### src/rtl/core/acpr_pkg.sv
package acpr_pkg;

  localparam int NUM_BANKS = 2;
  localparam int PKT_WORDS = 36;
  localparam logic [15:0] SYNC_HEAD = 16'hABCD;
  localparam logic [15:0] SYNC_TAIL = 16'hDCBA;
  localparam logic [15:0] BANK_SPAN = 16'h0800;
  localparam logic [9:0] COUNT_MAX = 10'd1023;
  localparam logic [15:0] CRC_POLY = 16'h1021;

  localparam logic [1:0] ST_WRITE = 2'd0;
  localparam logic [1:0] ST_SYNC = 2'd1;
  localparam logic [1:0] ST_CRC = 2'd2;
  localparam logic [1:0] ST_RANGE = 2'd3;

  // verdict passed from the front part to the back part
  typedef struct packed {
    logic [1:0] status;
    logic [15:0] offset;
  } verdict_t;

  function automatic logic [15:0] xor_key(input logic [2:0] idx);
    logic [15:0] k;
    begin
      case (idx)
        3'd0: k = 16'h6C16;
        3'd1: k = 16'hE614;
        3'd2: k = 16'h912E;
        3'd3: k = 16'h400D;
        3'd4: k = 16'h3521;
        3'd5: k = 16'h40D5;
        3'd6: k = 16'h0313;
        default: k = 16'h80E9;
      endcase
      return k;
    end
  endfunction

  function automatic logic [15:0] crc_byte(input logic [15:0] crc, input logic [7:0] b);
    logic [15:0] c;
    begin
      c = crc ^ {b, 8'h00};
      for (int k = 0; k < 8; k++) begin
        c = c[15] ? ({c[14:0], 1'b0} ^ CRC_POLY) : {c[14:0], 1'b0};
      end
      return c;
    end
  endfunction

endpackage

### src/rtl/core/air_copy_packet_receiver.sv
// channel   | handshake      | fields
// input     | push / full    | mode, rx_word, modem_error
// result    | pop / empty    | status, write_address, write_data, last,
//           |                | good_blocks, bad_blocks, complete
// config    | cfg_we         | cfg_data (map_index)
// words 1 to 33 use S_RECV and S_CRC (one crc byte per cycle), others S_RECV;
// after the last word full stays high while the verdict waits in S_DONE
// a good packet then gives 32 results, one per cycle while pop is held
// reset: synchronous rst clears map select, position, counters and done flag
// full also holds at word 2 of the next packet until the back has sent its
// last result, as the payload buffer is shared; the back stalls on pop alone
module air_copy_packet_receiver (
  input  logic clk,
  input  logic rst,
  input  logic push,
  output logic full,
  input  logic mode,
  input  logic [15:0] rx_word,
  input  logic modem_error,
  input  logic cfg_we,
  input  logic [3:0] cfg_data,
  output logic empty,
  input  logic pop,
  output logic [1:0] status,
  output logic [15:0] write_address,
  output logic [15:0] write_data,
  output logic last,
  output logic [9:0] good_blocks,
  output logic [9:0] bad_blocks,
  output logic complete
);
  import acpr_pkg::*;

  logic [3:0] map_index;
  logic in_ready, start, wr_pay;
  logic vq_valid, vq_ready, out_valid;
  verdict_t vq_data;
  logic [5:0] pos;
  logic [4:0] pl_idx;
  logic [15:0] pl_data;
  logic [15:0] payload [32];
  logic [15:0] dec_word;

  // configuration register
  always_ff @(posedge clk) begin
    if (rst) map_index <= '0;
    else if (cfg_we) map_index <= cfg_data;
  end

  // payload is not overwritten while the back still reads it
  assign full = !in_ready || (vq_valid) || (!vq_ready && pos == 6'd2);
  assign start = push && !full && mode;
  assign wr_pay = push && !full && !mode && pos >= 6'd2 && pos <= 6'd33;
  assign dec_word = rx_word ^ xor_key(3'(pos - 6'd1));

  // payload memory, one write port, registered read
  always_ff @(posedge clk) begin
    if (wr_pay) payload[5'(pos - 6'd2)] <= dec_word;
    pl_data <= payload[pl_idx];
  end

  acpr_front u_front (
    .clk, .rst,
    .in_valid(push && !full && !mode), .in_ready,
    .rx_word, .modem_error, .start, .map_index,
    .vq_valid, .vq_ready, .vq_data, .pos_out(pos)
  );

  acpr_back u_back (
    .clk, .rst,
    .vq_valid, .vq_ready, .vq_data, .start, .map_index,
    .pl_data, .pl_idx,
    .out_valid, .out_ready(pop), .status, .write_address, .write_data, .last,
    .good_blocks, .bad_blocks, .complete
  );

  assign empty = !out_valid;

`ifndef SYNTHESIS
  a_rej_last: assert property (@(posedge clk) disable iff (rst)
    (!empty && status != ST_WRITE) |-> last) else $error("reject without last");
  a_rej_zero: assert property (@(posedge clk) disable iff (rst)
    (!empty && status != ST_WRITE) |-> (write_address == 16'd0))
    else $error("reject address nonzero");
  a_pos_range: assert property (@(posedge clk) disable iff (rst)
    pos < 6'(PKT_WORDS)) else $error("word position out of range");
`endif

endmodule

### src/rtl/core/acpr_front.sv
module acpr_front (
  input  logic clk,
  input  logic rst,
  input  logic in_valid,
  output logic in_ready,
  input  logic [15:0] rx_word,
  input  logic modem_error,
  input  logic start,
  input  logic [3:0] map_index,
  output logic vq_valid,
  input  logic vq_ready,
  output acpr_pkg::verdict_t vq_data,
  output logic [5:0] pos_out
);
  import acpr_pkg::*;

  typedef enum logic [2:0] {
    S_RECV = 3'b001,
    S_CRC  = 3'b010,
    S_DONE = 3'b100
  } fstate_t;

  fstate_t state;
  logic [5:0] word_position;
  logic [15:0] crc;
  logic [15:0] offset;
  logic [1:0] status;
  logic head_ok, sync_bad;
  logic [7:0] hi_byte;
  logic [15:0] dec;
  logic [3:0] msel;
  logic in_map;
  logic [15:0] sa, sb, sc;

  assign in_ready = (state == S_RECV);
  assign pos_out = word_position;
  assign dec = rx_word ^ xor_key(3'(word_position - 6'd1));

  // map select and offset window test
  always_comb begin
    msel = (map_index > 4'(NUM_BANKS)) ? 4'd0 : map_index;
    sa = 16'(msel) * BANK_SPAN;
    sb = 16'h4000 + sa;
    sc = 16'h8000 + {4'd0, msel, 8'd0};
    if (msel == 4'(NUM_BANKS)) begin
      in_map = (offset >= 16'hA000 && offset < 16'hA170) ||
               (offset >= 16'h880E && offset < 16'h886E);
    end else begin
      in_map = (offset >= sa && {1'b0, offset} < {1'b0, sa} + 17'(BANK_SPAN)) ||
               (offset >= sb && {1'b0, offset} < {1'b0, sb} + 17'(BANK_SPAN)) ||
               (offset >= sc && {1'b0, offset} < {1'b0, sc} + 17'h100);
    end
  end

  assign vq_valid = (state == S_DONE);
  assign vq_data.status = (status == ST_WRITE && !in_map) ? ST_RANGE : status;
  assign vq_data.offset = offset;

  // word collection; crc runs one byte per cycle within a word, low byte in S_RECV, high byte in S_CRC
  always_ff @(posedge clk) begin
    if (rst) begin
      state <= S_RECV;
      word_position <= '0;
    end else begin
      case (state)
        S_RECV: begin
          if (start) begin
            word_position <= '0;
          end else if (in_valid) begin
            if (word_position == 6'd0) begin
              sync_bad <= (rx_word != SYNC_HEAD);
              crc <= '0;
              word_position <= 6'd1;
            end else if (word_position == 6'(PKT_WORDS - 1)) begin
              word_position <= '0;
              status <= (sync_bad || modem_error || rx_word != SYNC_TAIL) ? ST_SYNC :
                        (head_ok ? ST_WRITE : ST_CRC);
              state <= S_DONE;
            end else if (word_position == 6'd34) begin
              head_ok <= (dec == crc);
              word_position <= word_position + 6'd1;
            end else begin
              if (word_position == 6'd1) offset <= dec;
              crc <= crc_byte(crc, dec[7:0]);
              hi_byte <= dec[15:8];
              state <= S_CRC;
            end
          end
        end
        S_CRC: begin
          // high byte of the current word
          crc <= crc_byte(crc, hi_byte);
          word_position <= word_position + 6'd1;
          state <= S_RECV;
        end
        S_DONE: begin
          if (vq_ready) state <= S_RECV;
        end
        default: state <= S_RECV;
      endcase
    end
  end

endmodule

### src/rtl/core/acpr_back.sv
module acpr_back (
  input  logic clk,
  input  logic rst,
  input  logic vq_valid,
  output logic vq_ready,
  input  acpr_pkg::verdict_t vq_data,
  input  logic start,
  input  logic [3:0] map_index,
  input  logic [15:0] pl_data,
  output logic [4:0] pl_idx,
  output logic out_valid,
  input  logic out_ready,
  output logic [1:0] status,
  output logic [15:0] write_address,
  output logic [15:0] write_data,
  output logic last,
  output logic [9:0] good_blocks,
  output logic [9:0] bad_blocks,
  output logic complete
);
  import acpr_pkg::*;

  logic [9:0] acc, rej;
  logic done;
  logic busy;
  logic [1:0] st;
  logic [15:0] off;
  logic [4:0] idx, idx_next;
  logic [9:0] acc_next, rej_next;
  logic done_next;
  logic [9:0] acc_snap, rej_snap;
  logic done_snap;
  logic [10:0] total;
  logic [3:0] msel;
  logic take, emit;

  assign msel = (map_index > 4'(NUM_BANKS)) ? 4'd0 : map_index;
  assign total = (msel == 4'(NUM_BANKS)) ? 11'd8 : 11'd68;
  assign vq_ready = !busy;
  assign take = !busy && vq_valid;
  assign emit = busy && (!out_valid || out_ready);
  assign acc_next = (vq_data.status == ST_WRITE && acc != COUNT_MAX) ? acc + 10'd1 : acc;
  assign rej_next = (vq_data.status != ST_WRITE && rej != COUNT_MAX) ? rej + 10'd1 : rej;
  assign done_next = done || (({1'b0, acc_next} + {1'b0, rej_next}) >= total);

  // payload read address is idx_next, so the registered read data lines up with idx
  assign idx_next = take ? 5'd0 : (emit ? idx + 5'd1 : idx);
  assign pl_idx = idx_next;

  // verdict intake, counting, and result sequencing
  always_ff @(posedge clk) begin
    if (rst) begin
      acc <= '0; rej <= '0; done <= 1'b0;
      busy <= 1'b0; out_valid <= 1'b0; idx <= '0;
    end else begin
      idx <= idx_next;
      // counters; a new transfer clears them but leaves queued results alone
      if (start) begin
        acc <= '0; rej <= '0; done <= 1'b0;
      end else if (take) begin
        acc <= acc_next; rej <= rej_next; done <= done_next;
      end
      if (take) begin
        st <= vq_data.status; off <= vq_data.offset;
        acc_snap <= acc_next; rej_snap <= rej_next; done_snap <= done_next;
        busy <= 1'b1;
      end else if (emit) begin
        status <= st;
        last <= (st != ST_WRITE) || (idx == 5'd31);
        write_address <= (st == ST_WRITE) ? off + {10'd0, idx, 1'b0} : 16'd0;
        write_data <= (st == ST_WRITE) ? pl_data : 16'd0;
        good_blocks <= acc_snap; bad_blocks <= rej_snap; complete <= done_snap;
        if (st != ST_WRITE || idx == 5'd31) busy <= 1'b0;
      end
      // output register handshake
      if (emit) out_valid <= 1'b1;
      else if (out_ready) out_valid <= 1'b0;
    end
  end
endmodule

### config.mk
export PLATFORM = sky130hd
export DESIGN_NAME = air_copy_packet_receiver
export DESIGN_NICKNAME = d
export VERILOG_FILES = /design/src/rtl/core/acpr_pkg.sv /design/src/rtl/core/air_copy_packet_receiver.sv /design/src/rtl/core/acpr_front.sv /design/src/rtl/core/acpr_back.sv
export SDC_FILE = /design/constraint.sdc
export NUM_CORES = 1
export LEC_CHECK = 0
export BUFFER_PORTS_ARGS = -buffer_cell sky130_fd_sc_hd__buf_2
export CORE_UTILIZATION = 59
export CTS_CLUSTER_SIZE = 25
export DETAILED_ROUTE_END_ITERATION = 16
export PLACE_DENSITY_LB_ADDON = 0.12
export SETUP_SLACK_MARGIN = 0.4
export SLEW_MARGIN = 20
export SYNTH_ARGS = -nofsm -noshare
export SYNTH_HDL_FRONTEND = slang
export SYNTH_HIERARCHICAL = 1
export SYNTH_SLANG_ARGS = --single-unit
### constraint.sdc
create_clock -name clk -period 6.1 [get_ports clk]
set_input_delay 1.22 -clock clk [delete_from_list [all_inputs] [get_ports clk]]
set_output_delay 1.22 -clock clk [all_outputs]
set_load 0.03 [all_outputs]
==> impl_metrics.py <==
metrics = {
    "status": {
        "status": "finished clean",
    },
    "cts": {
        "clock-sinks": 708,
        "clock_path_buffers": 3,
        "insertion_delay_ps": 610,
        "cts_buffers": 71,
        "cts_root_buf": "clkbuf_16",
        "cts.htree.levels": 3,
        "path_clk_slew_ps": 60,
        "cts_hold_buffers": 0,
        "cts_tree": "yes",
    },
    "grt": {
        "grt_use_total_pct": 26.77,
        "grt_pass1_vias": 17496,
        "grt_max_degree": 71,
        "grt_pass1_wl_mm": 105.3,
        "grt.overflow.total": 0,
        "antenna_found_initial": 0,
    },
    "floorplan": {
        "rows": 83,
        "pin_count": 85,
        "die_area_um2": 52780,
        "die_h_um": 229.7,
        "die_w_um": 229.7,
        "start_util_pct": 59.65,
        "core_area_um2": 51300,
    },
    "hold_path": {
        "min_path_type": "reg -> reg",
    },
    "power": {
        "switching_power_mw": 2.296,
        "clkPwrFrac_pct": 39.9,
        "vdd_ir_drop_max_v": 0.0002154,
        "leakage_nw": 11.38,
        "p_sw_share_pct": 22.17,
        "seqPwrFrac_pct": 53.1,
        "power_mw": 10.36,
        "powerDensity_nw_per_um2": 298.9,
        "combPwrFrac_pct": 7.0,
        "intPower_mw": 8.062,
    },
    "synth": {
        "async_flop_share_pct": 0,
        "avgSynthCellArea_um2": 14.97,
        "synth_top_area_share_pct": 63.88,
        "synth_cells": 2044,
        "yosys_most_used_dff": "edfxtp_1",
        "syn_area_um2": 30600,
        "synth_cell_types": 99,
        "synth_top_area_cell": "edfxtp_1",
        "synth.area.top_cells": "edfxtp_1 (64%), mux2i_1 (8.8%), dfxtp_1 (3.7%), ha_1 (2.1%), xnor2_1 (1.8%)",
        "synth-seq-cells": 708,
        "seq_area_frac_synth_pct": 67.61,
        "synth-warning-count": 6,
        "synth_edf_count": 651,
    },
    "critical_path": {
        "critPathArrivalTime_ps": 6050,
        "start_kind": "flip-flop",
        "critPathCaptureType": "flip-flop",
        "path_max_fanout": 5,
        "cp.required_ps": 6420,
        "setup.worst_path.class": "reg -> reg",
    },
    "run": {
        "maxCapViolations": 0,
    },
    "finish": {
        "diodes": 0,
        "nFillCells": 3591,
        "final_util_pct": 67.54,
        "area_delta_synth_final_pct": 13.22,
        "fin_nets": 2296,
        "drive_above_1_share_pct": 16.52,
    },
    "sta": {
        "setup_viol": 0,
        "maxSlewHeadroom_pct": 26.80,
        "fin_skew_ps": 33.09,
        "rsz0062_at_grt": "true",
        "fmax_ghz": 0.1745,
        "worst_pin_slew_ps": 1095,
        "finalHoldViolCount": 0,
        "timing.final.crit_share_pct": 93.97,
        "finalMaxSlewViolations": 0,
        "finalCriticalPeriod_ps": 5732,
    },
    "routing": {
        "via_per_inst": 6.105,
        "dr.pass1.iters": 5,
        "drc": 0,
        "routed_wl_mm": 70.84,
        "vias": 17973,
        "postRouteAntennaNets": 0,
        "drt_iter0_drc": 1702,
        "wl_per_cell_um": 24.06,
    },
    "placement": {
        "dp_hpwl_mm": 43.28,
        "port_buffers": 84,
        "place.gp.congestion": 0.8703,
    },
}
==> area by class of cell <==
type / instances / area, um2 / share of cell area (%)
clock buffers: 93 / 1941 / 5.601
clock inverters: 28 / 246.5 / 0.7114
inverters: 36 / 135.1 / 0.3900
multi-input cells: 1213 / 9508 / 27.44
flip-flops and latches: 708 / 20690 / 59.72
well taps: 680 / 850.8 / 2.456
repair buffers: 186 / 1276 / 3.683
==> sequential cells by signal (all words and copies together) (netlist names), 2 cells and up <==
register,count
u_back/write_address,16
u_front/hi_byte,8
payload,512
u_back/acc,10
u_front/pos_out,6
map_index,4
u_front/state,3
u_back/good_blocks,10
pl_data,16
u_back/rej,10
u_back/write_data,16
u_front/crc,16
u_back/st,2
u_back/status,2
u_back/bad_blocks,10
u_front/offset,16
u_front/status,2
u_back/rej_snap,10
u_back/off,16
u_back/idx,5
u_back/acc_snap,10
==> routing by layer <==
layer	up-vias	wire, um	track usage (%)
li1	8169	-	-
met1	9015	30120	37.36
met2	676	33940	43.30
met3	113	5117	4.415
met4	0	1662	8.485
met5	-	0	0
==> metrics by stage <==
stage          hold WS (ps)  setup TNS (ps)  cells  area [um2]  setup WS, ps
4_1_cts               426.8               0   2932       34450         421.9
3_3_place_gp          400.9               0   2800       32060         165.2
3_5_place_dp          405.6          -198.0   2800       32060        -158.6
2_1_floorplan         400.3               0   2053       30630         533.5
6_report              421.3               0   2944       34650         368.0
5_1_grt               429.8               0   2944       34650         151.2
==> timing repair <==
item	CTS	global route
cloned	0	0
buffers inserted	11	11
endpoints found under the hold margin	0	0
pin swaps	19	4
setup endpoints to repair	2	2
resized for setup	25	14
==> layout by cell type, fill, tap and decap left out, types with 34 or more instances in the layout <==
master | Yosys | routed
edfxtp_1 | 651 | 651
mux2i_1 | 270 | 268
nor2_1 | 122 | 112
buf_4 | 24 | 94
buf_2 | 22 | 84
nand2_1 | 80 | 78
clkbuf_16 | 0 | 72
a22oi_1 | 67 | 67
a21oi_1 | 62 | 61
dfxtp_1 | 57 | 57
xnor2_1 | 62 | 51
xor2_1 | 61 | 51
nand3_1 | 48 | 48
ha_1 | 51 | 46
a22o_1 | 34 | 34
==> synthesized netlist by cell type, types with 6 or more instances <==
library cell	count
edfxtp_1	651
mux2i_1	270
nor2_1	122
nand2_1	80
a22oi_1	67
a21oi_1	62
xnor2_1	62
xor2_1	61
dfxtp_1	57
ha_1	51
nand3_1	48
a22o_1	34
inv_1	32
nor3_1	30
clkbuf_1	29
nand4_1	27
buf_4	24
o21ai_0	24
and2_1	23
a31oi_1	22
buf_2	22
nor2b_1	18
o21ai_1	15
a211oi_1	12
or3_1	12
nand2b_1	11
and3_1	9
nor3b_1	9
o2111ai_1	8
nor4_1	7
o22ai_1	7
a21o_1	6
buf_6	6
buf_8	6
nand3b_1	6
==> critical path, cell delays in order (launching register included) <==
cell,delay (ps)
edfxtp_1,390
or4_1,530
or4_4,440
o211ai_1,320
nand3b_1,140
a221o_1,330
nand4_1,160
nand2_2,120
nor2_4,140
o31a_1,230
buf_6,160
nand2_1,90
xnor2_2,270
ha_4,270
nand2b_4,80
a21oi_4,60
a211oi_2,260
nor2_1,90
xor2_1,160
ha_2,200
nor4_4,160
o311ai_2,150
a31oi_1,190
o21ai_1,130
a2111oi_4,250
nand3_1,140
==> path summary, 6_finish.rpt <==
kind                                    startpoint              endpoint  slack (ps)  depth (start not counted)
worst max-delay path             u_front/offset[1]      u_back/done_snap         370                         25
worst min-delay path            u_back/rej_snap[2]  u_back/bad_blocks[2]         420                          0
worst min register to register  u_back/rej_snap[2]  u_back/bad_blocks[2]         420                          0
worst max register to register   u_front/offset[1]      u_back/done_snap         370                         25
==> power groups by stage <==
stage                     registers (mW)  clock network, mW  logic (mW)
final                               5.50               4.14       0.722
after global routing                5.50               4.39       0.768
after CTS                           5.50               4.20       0.709
after detailed placement            5.60                  0       0.694
after global placement              5.60                  0       0.669
after floorplan                     5.60                  0       0.403
==> cell families after synthesis <==
kind of cell / Yosys count / share of synthesized area, %
fa+ha+maj: 57 / 2.351
other cells: 2 / 0.02454
buf+inv: 132 / 2.641
flops: 708 / 67.61
xor+xnor: 130 / 4.015
compound gates: 306 / 7.078
mux: 272 / 8.905
simple gates: 437 / 7.372
Note: power is estimated with default switching activity, not from simulation.
